==> src/sv/ple_pkg.sv <==
// ----------------------------------------------------------------------------
// ple_pkg: shared types and constants for the positional list engine
// Operation and status codes, sequencer states and fixed field widths.
// ----------------------------------------------------------------------------
`default_nettype none

package ple_pkg;

    // Fixed field widths
    localparam int KIND_W   = 2;
    localparam int POS_W    = 32;
    localparam int WORD_W   = 32;
    localparam int STATUS_W = 2;
    localparam int WIDE_W   = 64;
    localparam int STEP_W   = $clog2(POS_W);

    // Parameter defaults
    localparam int CAPACITY_DEF   = 64;
    localparam int DATA_WIDTH_DEF = 32;

    // Operation codes
    localparam logic [KIND_W-1:0] KIND_INSERT = 2'd0;
    localparam logic [KIND_W-1:0] KIND_REMOVE = 2'd1;
    localparam logic [KIND_W-1:0] KIND_GET    = 2'd2;

    // Status codes
    localparam logic [STATUS_W-1:0] ST_OK    = 2'd0;
    localparam logic [STATUS_W-1:0] ST_EMPTY = 2'd1;
    localparam logic [STATUS_W-1:0] ST_FULL  = 2'd2;

    // Sequencer states
    typedef enum logic [3:0] {
        S_IDLE,
        S_DIV,
        S_FETCH,
        S_CAPTURE,
        S_UP_RD,
        S_UP_WR,
        S_DN_RD,
        S_DN_WR,
        S_DONE
    } state_t;

endpackage

`default_nettype wire

==> src/sv/ple_ram.sv <==
// ----------------------------------------------------------------------------
// ple_ram: entry store
// One write port and one read port with registered read data.
// ----------------------------------------------------------------------------
`default_nettype none

module ple_ram #(
    parameter int DEPTH = ple_pkg::CAPACITY_DEF,
    parameter int WIDTH = ple_pkg::DATA_WIDTH_DEF,
    parameter int ADDR_W = $clog2(DEPTH)
) (
    input  wire logic              clk,
    input  wire logic              wr_en,
    input  wire logic [ADDR_W-1:0] wr_addr,
    input  wire logic [WIDTH-1:0]  wr_data,
    input  wire logic              rd_en,
    input  wire logic [ADDR_W-1:0] rd_addr,
    output logic      [WIDTH-1:0]  rd_data
);

    logic [WIDTH-1:0] mem [DEPTH];
    logic [WIDTH-1:0] rd_data_reg;

    // Write and registered read
    always_ff @(posedge clk)
    begin
        if (wr_en)
        begin
            mem[wr_addr] <= wr_data;
        end
        if (rd_en)
        begin
            rd_data_reg <= mem[rd_addr];
        end
    end

    assign rd_data = rd_data_reg;

endmodule

`default_nettype wire

==> src/sv/ple_mod.sv <==
// ----------------------------------------------------------------------------
// ple_mod: iterative remainder unit
// Restoring division of a 32-bit position by the entry count, one quotient
// bit per cycle; only the remainder is kept.
// ----------------------------------------------------------------------------
`default_nettype none

module ple_mod #(
    parameter int CNT_W = 7
) (
    input  wire logic                     clk,
    input  wire logic                     rst_n,
    input  wire logic                     start,
    input  wire logic [ple_pkg::POS_W-1:0] dividend,
    input  wire logic [CNT_W-1:0]         divisor,
    output logic                          done,
    output logic      [CNT_W-1:0]         remainder
);

    localparam logic [ple_pkg::STEP_W-1:0] STEP_LAST =
        ple_pkg::STEP_W'(ple_pkg::POS_W - 1);

    logic                         busy_reg, busy_next;
    logic                         done_reg, done_next;
    logic [ple_pkg::STEP_W-1:0]   step_reg, step_next;
    logic [ple_pkg::POS_W-1:0]    dvd_reg, dvd_next;
    logic [CNT_W-1:0]             div_reg, div_next;
    logic [CNT_W-1:0]             rem_reg, rem_next;
    logic [CNT_W:0]               trial;

    // Shift in the next dividend bit and subtract where it fits
    always_comb
    begin
        trial     = {rem_reg, dvd_reg[ple_pkg::POS_W-1]};
        busy_next = busy_reg;
        done_next = 1'b0;
        step_next = step_reg;
        dvd_next  = dvd_reg;
        div_next  = div_reg;
        rem_next  = rem_reg;
        if (start)
        begin
            busy_next = 1'b1;
            step_next = '0;
            dvd_next  = dividend;
            div_next  = divisor;
            rem_next  = '0;
        end
        else if (busy_reg)
        begin
            dvd_next = {dvd_reg[ple_pkg::POS_W-2:0], 1'b0};
            if (trial >= {1'b0, div_reg})
            begin
                rem_next = CNT_W'(trial - {1'b0, div_reg});
            end
            else
            begin
                rem_next = trial[CNT_W-1:0];
            end
            step_next = step_reg + 1'b1;
            if (step_reg == STEP_LAST)
            begin
                busy_next = 1'b0;
                done_next = 1'b1;
            end
        end
    end

    // Hold control in reset, datapath free-running
    always_ff @(posedge clk or negedge rst_n)
    begin
        if (!rst_n)
        begin
            busy_reg <= 1'b0;
            done_reg <= 1'b0;
            step_reg <= '0;
        end
        else
        begin
            busy_reg <= busy_next;
            done_reg <= done_next;
            step_reg <= step_next;
        end
    end

    always_ff @(posedge clk)
    begin
        dvd_reg <= dvd_next;
        div_reg <= div_next;
        rem_reg <= rem_next;
    end

    assign done      = done_reg;
    assign remainder = rem_reg;

endmodule

`default_nettype wire

==> src/sv/positional_list_engine_top.sv <==
// One item at a time: the next transfer is taken the cycle after the result is loaded,
// and a result still waiting in the output register holds the engine. Empty, full and
// unused-kind items go straight to the result. Get runs the 32-step remainder unit;
// shifts go through the registered-read store (a read and a write per entry).
// Reset empties the list at once; the entry store needs no clearing pass.
// ----------------------------------------------------------------------------
// positional_list_engine_top: ordered list with positional insert and remove
// Sequencer over a single entry store and an iterative remainder unit used by get.
// ----------------------------------------------------------------------------
`default_nettype none

module positional_list_engine_top #(
    parameter int CAPACITY   = ple_pkg::CAPACITY_DEF,
    parameter int DATA_WIDTH = ple_pkg::DATA_WIDTH_DEF,
    parameter int CNT_W      = $clog2(CAPACITY + 1)
) (
    input  wire logic                          clk,
    input  wire logic                          rst_n,
    input  wire logic                          in_valid,
    output logic                               in_stall,
    input  wire logic [ple_pkg::KIND_W-1:0]    kind,
    input  wire logic [ple_pkg::POS_W-1:0]     position,
    input  wire logic signed [ple_pkg::WORD_W-1:0] value,
    output logic                               out_valid,
    input  wire logic                          out_stall,
    output logic signed [ple_pkg::WORD_W-1:0]  data_out,
    output logic [ple_pkg::STATUS_W-1:0]       status,
    output logic [CNT_W-1:0]                   count
);

    localparam int ADDR_W = $clog2(CAPACITY);
    localparam logic [CNT_W-1:0] CNT_FULL = CNT_W'(CAPACITY);

    ple_pkg::state_t state_reg, state_next;

    logic [ple_pkg::KIND_W-1:0]       kind_reg, kind_next;
    logic signed [ple_pkg::WORD_W-1:0] value_reg, value_next;
    logic [ADDR_W-1:0]                at_reg, at_next;
    logic [ADDR_W-1:0]                idx_reg, idx_next;
    logic [CNT_W-1:0]                 cnt_reg, cnt_next;
    logic [ple_pkg::WORD_W-1:0]       data_reg, data_next;
    logic [ple_pkg::STATUS_W-1:0]     res_reg, res_next;

    logic                             out_valid_reg, out_valid_next;
    logic [ple_pkg::WORD_W-1:0]       data_out_reg, data_out_next;
    logic [ple_pkg::STATUS_W-1:0]     status_reg, status_next;
    logic [CNT_W-1:0]                 count_reg, count_next;

    logic                             in_fire;
    logic                             out_fire;
    logic [ADDR_W-1:0]                last_idx;

    logic                             div_start;
    logic                             div_done;
    logic [CNT_W-1:0]                 div_rem;

    logic                             wr_en;
    logic [ADDR_W-1:0]                wr_addr;
    logic [DATA_WIDTH-1:0]            wr_data;
    logic                             rd_en;
    logic [ADDR_W-1:0]                rd_addr;
    logic [DATA_WIDTH-1:0]            rd_data;

    logic signed [DATA_WIDTH-1:0]     rd_signed;
    logic signed [ple_pkg::WIDE_W-1:0] rd_wide;
    logic signed [ple_pkg::WIDE_W-1:0] val_wide;

    assign in_stall = (state_reg != ple_pkg::S_IDLE);
    assign in_fire  = in_valid && !in_stall;
    assign out_fire = out_valid_reg && !out_stall;
    assign last_idx = ADDR_W'(cnt_reg - 1'b1);

    // Sign-extend stored words and fit incoming words to the store width
    assign rd_signed = rd_data;
    assign rd_wide   = ple_pkg::WIDE_W'(rd_signed);
    assign val_wide  = ple_pkg::WIDE_W'(value_reg);

    // Sequencer: next state, datapath updates and store accesses
    always_comb
    begin
        state_next     = state_reg;
        kind_next      = kind_reg;
        value_next     = value_reg;
        at_next        = at_reg;
        idx_next       = idx_reg;
        cnt_next       = cnt_reg;
        data_next      = data_reg;
        res_next       = res_reg;
        out_valid_next = out_fire ? 1'b0 : out_valid_reg;
        data_out_next  = data_out_reg;
        status_next    = status_reg;
        count_next     = count_reg;
        div_start      = 1'b0;
        wr_en          = 1'b0;
        wr_addr        = idx_reg;
        wr_data        = rd_data;
        rd_en          = 1'b0;
        rd_addr        = at_reg;

        unique case (state_reg)
            ple_pkg::S_IDLE:
            begin
                if (in_fire)
                begin
                    kind_next  = kind;
                    value_next = value;
                    data_next  = '0;
                    res_next   = ple_pkg::ST_OK;
                    unique case (kind)
                        ple_pkg::KIND_INSERT:
                        begin
                            if (cnt_reg == CNT_FULL)
                            begin
                                res_next   = ple_pkg::ST_FULL;
                                state_next = ple_pkg::S_DONE;
                            end
                            else
                            begin
                                if (position > ple_pkg::POS_W'(cnt_reg))
                                begin
                                    at_next = cnt_reg[ADDR_W-1:0];
                                end
                                else
                                begin
                                    at_next = position[ADDR_W-1:0];
                                end
                                idx_next   = cnt_reg[ADDR_W-1:0];
                                state_next = ple_pkg::S_UP_RD;
                            end
                        end
                        ple_pkg::KIND_REMOVE:
                        begin
                            if (cnt_reg == '0)
                            begin
                                res_next   = ple_pkg::ST_EMPTY;
                                state_next = ple_pkg::S_DONE;
                            end
                            else
                            begin
                                if (position > ple_pkg::POS_W'(last_idx))
                                begin
                                    at_next = last_idx;
                                end
                                else
                                begin
                                    at_next = position[ADDR_W-1:0];
                                end
                                state_next = ple_pkg::S_FETCH;
                            end
                        end
                        ple_pkg::KIND_GET:
                        begin
                            if (cnt_reg == '0)
                            begin
                                res_next   = ple_pkg::ST_EMPTY;
                                state_next = ple_pkg::S_DONE;
                            end
                            else
                            begin
                                div_start  = 1'b1;
                                state_next = ple_pkg::S_DIV;
                            end
                        end
                        default:
                        begin
                            state_next = ple_pkg::S_DONE;
                        end
                    endcase
                end
            end

            // Wait for position modulo count
            ple_pkg::S_DIV:
            begin
                if (div_done)
                begin
                    at_next    = div_rem[ADDR_W-1:0];
                    state_next = ple_pkg::S_FETCH;
                end
            end

            // Read the addressed entry
            ple_pkg::S_FETCH:
            begin
                rd_en      = 1'b1;
                rd_addr    = at_reg;
                state_next = ple_pkg::S_CAPTURE;
            end

            ple_pkg::S_CAPTURE:
            begin
                data_next = rd_wide[ple_pkg::WORD_W-1:0];
                idx_next  = at_reg;
                if (kind_reg == ple_pkg::KIND_REMOVE)
                begin
                    state_next = ple_pkg::S_DN_RD;
                end
                else
                begin
                    state_next = ple_pkg::S_DONE;
                end
            end

            // Insert: move entries back one place, then drop the word in
            ple_pkg::S_UP_RD:
            begin
                if (idx_reg == at_reg)
                begin
                    wr_en      = 1'b1;
                    wr_addr    = at_reg;
                    wr_data    = val_wide[DATA_WIDTH-1:0];
                    cnt_next   = cnt_reg + 1'b1;
                    state_next = ple_pkg::S_DONE;
                end
                else
                begin
                    rd_en      = 1'b1;
                    rd_addr    = idx_reg - 1'b1;
                    state_next = ple_pkg::S_UP_WR;
                end
            end

            ple_pkg::S_UP_WR:
            begin
                wr_en      = 1'b1;
                wr_addr    = idx_reg;
                wr_data    = rd_data;
                idx_next   = idx_reg - 1'b1;
                state_next = ple_pkg::S_UP_RD;
            end

            // Remove: move later entries forward one place
            ple_pkg::S_DN_RD:
            begin
                if (idx_reg == last_idx)
                begin
                    cnt_next   = cnt_reg - 1'b1;
                    state_next = ple_pkg::S_DONE;
                end
                else
                begin
                    rd_en      = 1'b1;
                    rd_addr    = idx_reg + 1'b1;
                    state_next = ple_pkg::S_DN_WR;
                end
            end

            ple_pkg::S_DN_WR:
            begin
                wr_en      = 1'b1;
                wr_addr    = idx_reg;
                wr_data    = rd_data;
                idx_next   = idx_reg + 1'b1;
                state_next = ple_pkg::S_DN_RD;
            end

            // Hand the result to the output register once it is free
            ple_pkg::S_DONE:
            begin
                if (!out_valid_reg || !out_stall)
                begin
                    out_valid_next = 1'b1;
                    data_out_next  = data_reg;
                    status_next    = res_reg;
                    count_next     = cnt_reg;
                    state_next     = ple_pkg::S_IDLE;
                end
            end

            default:
            begin
                state_next = ple_pkg::S_IDLE;
            end
        endcase
    end

    // State register
    always_ff @(posedge clk or negedge rst_n)
    begin
        if (!rst_n)
        begin
            state_reg <= ple_pkg::S_IDLE;
        end
        else
        begin
            state_reg <= state_next;
        end
    end

    // Control registers
    always_ff @(posedge clk or negedge rst_n)
    begin
        if (!rst_n)
        begin
            cnt_reg       <= '0;
            out_valid_reg <= 1'b0;
        end
        else
        begin
            cnt_reg       <= cnt_next;
            out_valid_reg <= out_valid_next;
        end
    end

    // Payload registers
    always_ff @(posedge clk)
    begin
        kind_reg     <= kind_next;
        value_reg    <= value_next;
        at_reg       <= at_next;
        idx_reg      <= idx_next;
        data_reg     <= data_next;
        res_reg      <= res_next;
        data_out_reg <= data_out_next;
        status_reg   <= status_next;
        count_reg    <= count_next;
    end

    ple_mod #(
        .CNT_W (CNT_W)
    ) u_mod (
        .clk       (clk),
        .rst_n     (rst_n),
        .start     (div_start),
        .dividend  (position),
        .divisor   (cnt_reg),
        .done      (div_done),
        .remainder (div_rem)
    );

    ple_ram #(
        .DEPTH  (CAPACITY),
        .WIDTH  (DATA_WIDTH),
        .ADDR_W (ADDR_W)
    ) u_ram (
        .clk     (clk),
        .wr_en   (wr_en),
        .wr_addr (wr_addr),
        .wr_data (wr_data),
        .rd_en   (rd_en),
        .rd_addr (rd_addr),
        .rd_data (rd_data)
    );

    assign out_valid = out_valid_reg;
    assign data_out  = data_out_reg;
    assign status    = status_reg;
    assign count     = count_reg;

endmodule

`default_nettype wire

==> config.mk <==
export PLATFORM = sky130hd
export DESIGN_NAME = positional_list_engine_top
export DESIGN_NICKNAME = d
export VERILOG_FILES = /design/src/sv/ple_pkg.sv /design/src/sv/ple_ram.sv /design/src/sv/ple_mod.sv /design/src/sv/positional_list_engine_top.sv
export SDC_FILE = /design/constraint.sdc
export NUM_CORES = 2
export LEC_CHECK = 0
export BUFFER_PORTS_ARGS = -buffer_cell sky130_fd_sc_hd__buf_4
export CAP_MARGIN = 40
export CORE_ASPECT_RATIO = 1.75
export CORE_MARGIN = 8
export CORE_UTILIZATION = 55
export CTS_CLUSTER_DIAMETER = 50
export DETAILED_ROUTE_END_ITERATION = 6
export PLACE_DENSITY_LB_ADDON = 0.2
export SYNTH_ARGS = -nofsm -noshare
export SYNTH_HDL_FRONTEND = slang
export SYNTH_SLANG_ARGS = --single-unit
==> constraint.sdc <==
create_clock -name clk -period 5.4 [get_ports clk]
set_input_delay 0.27 -clock clk [delete_from_list [all_inputs] [get_ports clk]]
set_output_delay 0.27 -clock clk [all_outputs]
set_load 0.005 [all_outputs]
==> metrics <==
run status finished, final reports clean; switching power total 0.01959 W; drt pass-1 iters 6; grt total ovfl 0; fin worst setup slack between 0.02 and 0.03 ns; DRC 0; Synth top area share between 70% and 80%; port bufs 112; Post-Syn Nets 4462; max cap viols 0; Filler cells 10512; worst vdd ir about 0.00045 V; clk slew on worst S/H paths 0.07 ns; CTS tree done; most used cell, CP buf_4; syn_area_per_cell 20.24 sq um; critical path endpoint category register; root buf cell clkbuf_16; Distinct cells, synth 80; Flop pwr share 39.9%; WL/cell 36.03 um; Vias per Instance 6.652; Synth area leaders edfxtp_1, mux4_2, nand2_1; leading area contributor after synthesis edfxtp_1; CP required around 6 ns; final core utilization 63.82%; Overall Global Routing Usage between 20% and 30%; Async S/R FF share, synth 0.8385%; Clock Tree Buf Depth 4; die height 546.0 um; sequential cell area fraction in the yosys report 76.89%; RSZ-0062 raised after global routing false; clk sink count around 2300; Rows just under 200; fin crit share 99.46%; first-pass GRT wire length 355200 um; Largest register FFs approximately 2000; DP Area 94770 sq um; Crit path arrival time slightly above 6 ns; Crit path max-delay family compound AO/OA/AOI/OAI gates; Post-layout nets 4960; most instantiated cells after synthesis edfxtp_1, mux4_2, nand2_1; Worst Tran Pin Value approximately 1.3 ns; post-layout minimum cycle time ~5.4 ns; top-count cell post-synth edfxtp_1; Slew Limit Fails 0; vias in the first global route 47902; skew final about 0.064 ns; Int Pwr 0.03801 W; Post-Synthesis Cells 4362; antenna violations before repair 9; dominant synthesized flop cell edfxtp_1; final setup violation count 0; TritonCTS Buffers 201; slowest stage cell, crit path a32oi_1; initial core utilization 55.36%; pre-CTS setup slack -0.06087 ns; Leak Pwr ~33 nW; area grow syn2layout 15.30%; Post-Layout Inst Area 101800 sq um; CTS H-Tree Depth 4; YS warnings 0; routed vias between 40000 and 50000; Die Wd 318.9 um; power share of the clock group 24.2%; Gate power share a little over a third; core area about 160000 sq um; buffers plus inverters on the worst setup path 4; routability congestion estimate between 0.8 and 0.9; Largest Register u_ram.mem; Iteration-0 DRC Markers 5850; Crit Path Max Fanout 18; Post-Syn Area 88280 sq um; Slew HR 15.51%; CP cell instances inv_1, ha_1, nor3b_4, o211ai_2, or4_4, o311ai_0, o211ai_1, buf_4, buf_4, nand2_1, buf_4, nor2_1, a32oi_1, and3_1; post-detail-place hpwl about 160000 um; layout cell share with drive strength beyond 1 26.68%; area of the die 174100 sq um; Hold Vio Cnt, Final 0; Clk Latency, worst-skew pair 0.86 ns; Power per Cell Area roughly 570 nW/um^2; switch share 34.01%; fmax 186.2 MHz; Crit path largest cell delay 0.92 ns; remaining antenna violation count 0; IO Pins between 100 and 150; Hold WC Path Type in2reg; CP Launch Type register; number of synthesized flops with an enable pin 2240; worst setup path category reg2reg; largest net degree at the start of global routing 65; routed wire length approximately 250000 um; FF+latch count, synth between 2000 and 2500
## per-stage QoR
stage | setup TNS, ns | cells | total power (W) | hold WS [ns]
final | 0 | 7075 | 0.05760 | 0.07781
after global routing | 0 | 7070 | 0.05914 | 0.08077
after CTS | 0 | 7065 | 0.05767 | 0.001477
after detailed placement | -0.06087 | 6645 | 0.04384 | 0.1813
after global placement | -0.6719 | 6604 | 0.04322 | 0.1789
after floorplan | 0 | 4362 | 0.03481 | -0.02559
## worst paths after layout
path | to | cells after the start | start | slack [ns]
max | u_ram.rd_data[6]$_DFFE_PP_ | 14 | cnt_reg[0]$_DFFE_PN0P_ | 0.03
min | state_reg[1]$_DFFE_PN0P_ | 5 | in_valid | 0.08
max reg2reg | u_ram.rd_data[6]$_DFFE_PP_ | 14 | cnt_reg[0]$_DFFE_PN0P_ | 0.03
min reg2reg | data_out[25]$_DFFE_PP_ | 0 | data_reg[25]$_SDFFCE_PN0P_ | 0.42
max in group asynchronous | state_reg[2]$_DFFE_PN0P_ | 4 | rst_n | 4.44
min in group asynchronous | cnt_reg[3]$_DFFE_PN0P_ | 3 | rst_n | 0.51
## final cells by class
class	count	area, sq um	share of cell area [%]
Multi-Input combinational cell	1831	19650	19.31
Clock buffer	233	5171	5.081
Sequential cell	2266	67880	66.69
Clock inverter	118	1075	1.056
Antenna cell	9	22.52	0.02213
Tap cell	2058	2575	2.530
Inverter	32	120.1	0.1180
Timing Repair Buffer	528	5286	5.194
## worst register-to-register path, stage by stage, from the launching register on
cell and delay (ns):
dfrtp_1 0.38, inv_1 0.14, ha_1 0.34, nor3b_4 0.27
o211ai_2 0.12, or4_4 0.47, o311ai_0 0.57, o211ai_1 0.18
buf_4 0.28, buf_4 0.30, nand2_1 0.53, buf_4 0.34
nor2_1 0.11, a32oi_1 0.92, and3_1 0.31
## logic make-up after synthesis
group | synth area share [%]
buffers and inverters | 1.569
AOI/OAI and AO/OA | 3.684
muxes | 13.55
DFF | 76.89
and+or+nand+nor | 3.427
xor gates and xnor gates | 0.4280
adders and majority gates | 0.4450
## per-layer routing
layer	vias to the layer above	routed length, um	track usage [%]
li1	18961	-	-
met1	24785	84240	33.24
met2	2618	131200	50.40
met3	691	19130	3.999
met4	8	20290	18.56
met5	-	56	0
## power groups by stage
stage | Clock (W) | Sequential (W) | Combinational (W)
2_1_floorplan | 0 | 0.0229 | 0.0119
3_3_place_gp | 0 | 0.0234 | 0.0198
3_5_place_dp | 0 | 0.0234 | 0.0205
4_1_cts | 0.0141 | 0.0230 | 0.0206
5_1_grt | 0.0146 | 0.0230 | 0.0215
6_report | 0.0139 | 0.0230 | 0.0207
## cells in the final DEF, fill, tap and decap left out, types with 79 or more instances in the layout
cell       count
a21oi_1       79
buf_4        363
nor2_1        80
mux2i_1      120
buf_12        80
clkbuf_16    202
mux4_2       457
a22oi_1       88
edfxtp_1    2240
nand2_1      328
## what timing repair did
action | CTS | global route
buffers inserted | 0 | 0
resized for setup | 1 | 6
hold endpoints to repair | 97 | 0
endpoints found under the setup margin | 1 | 5
hold buffers | 69 | 0
(Power assumes the default switching activity.)
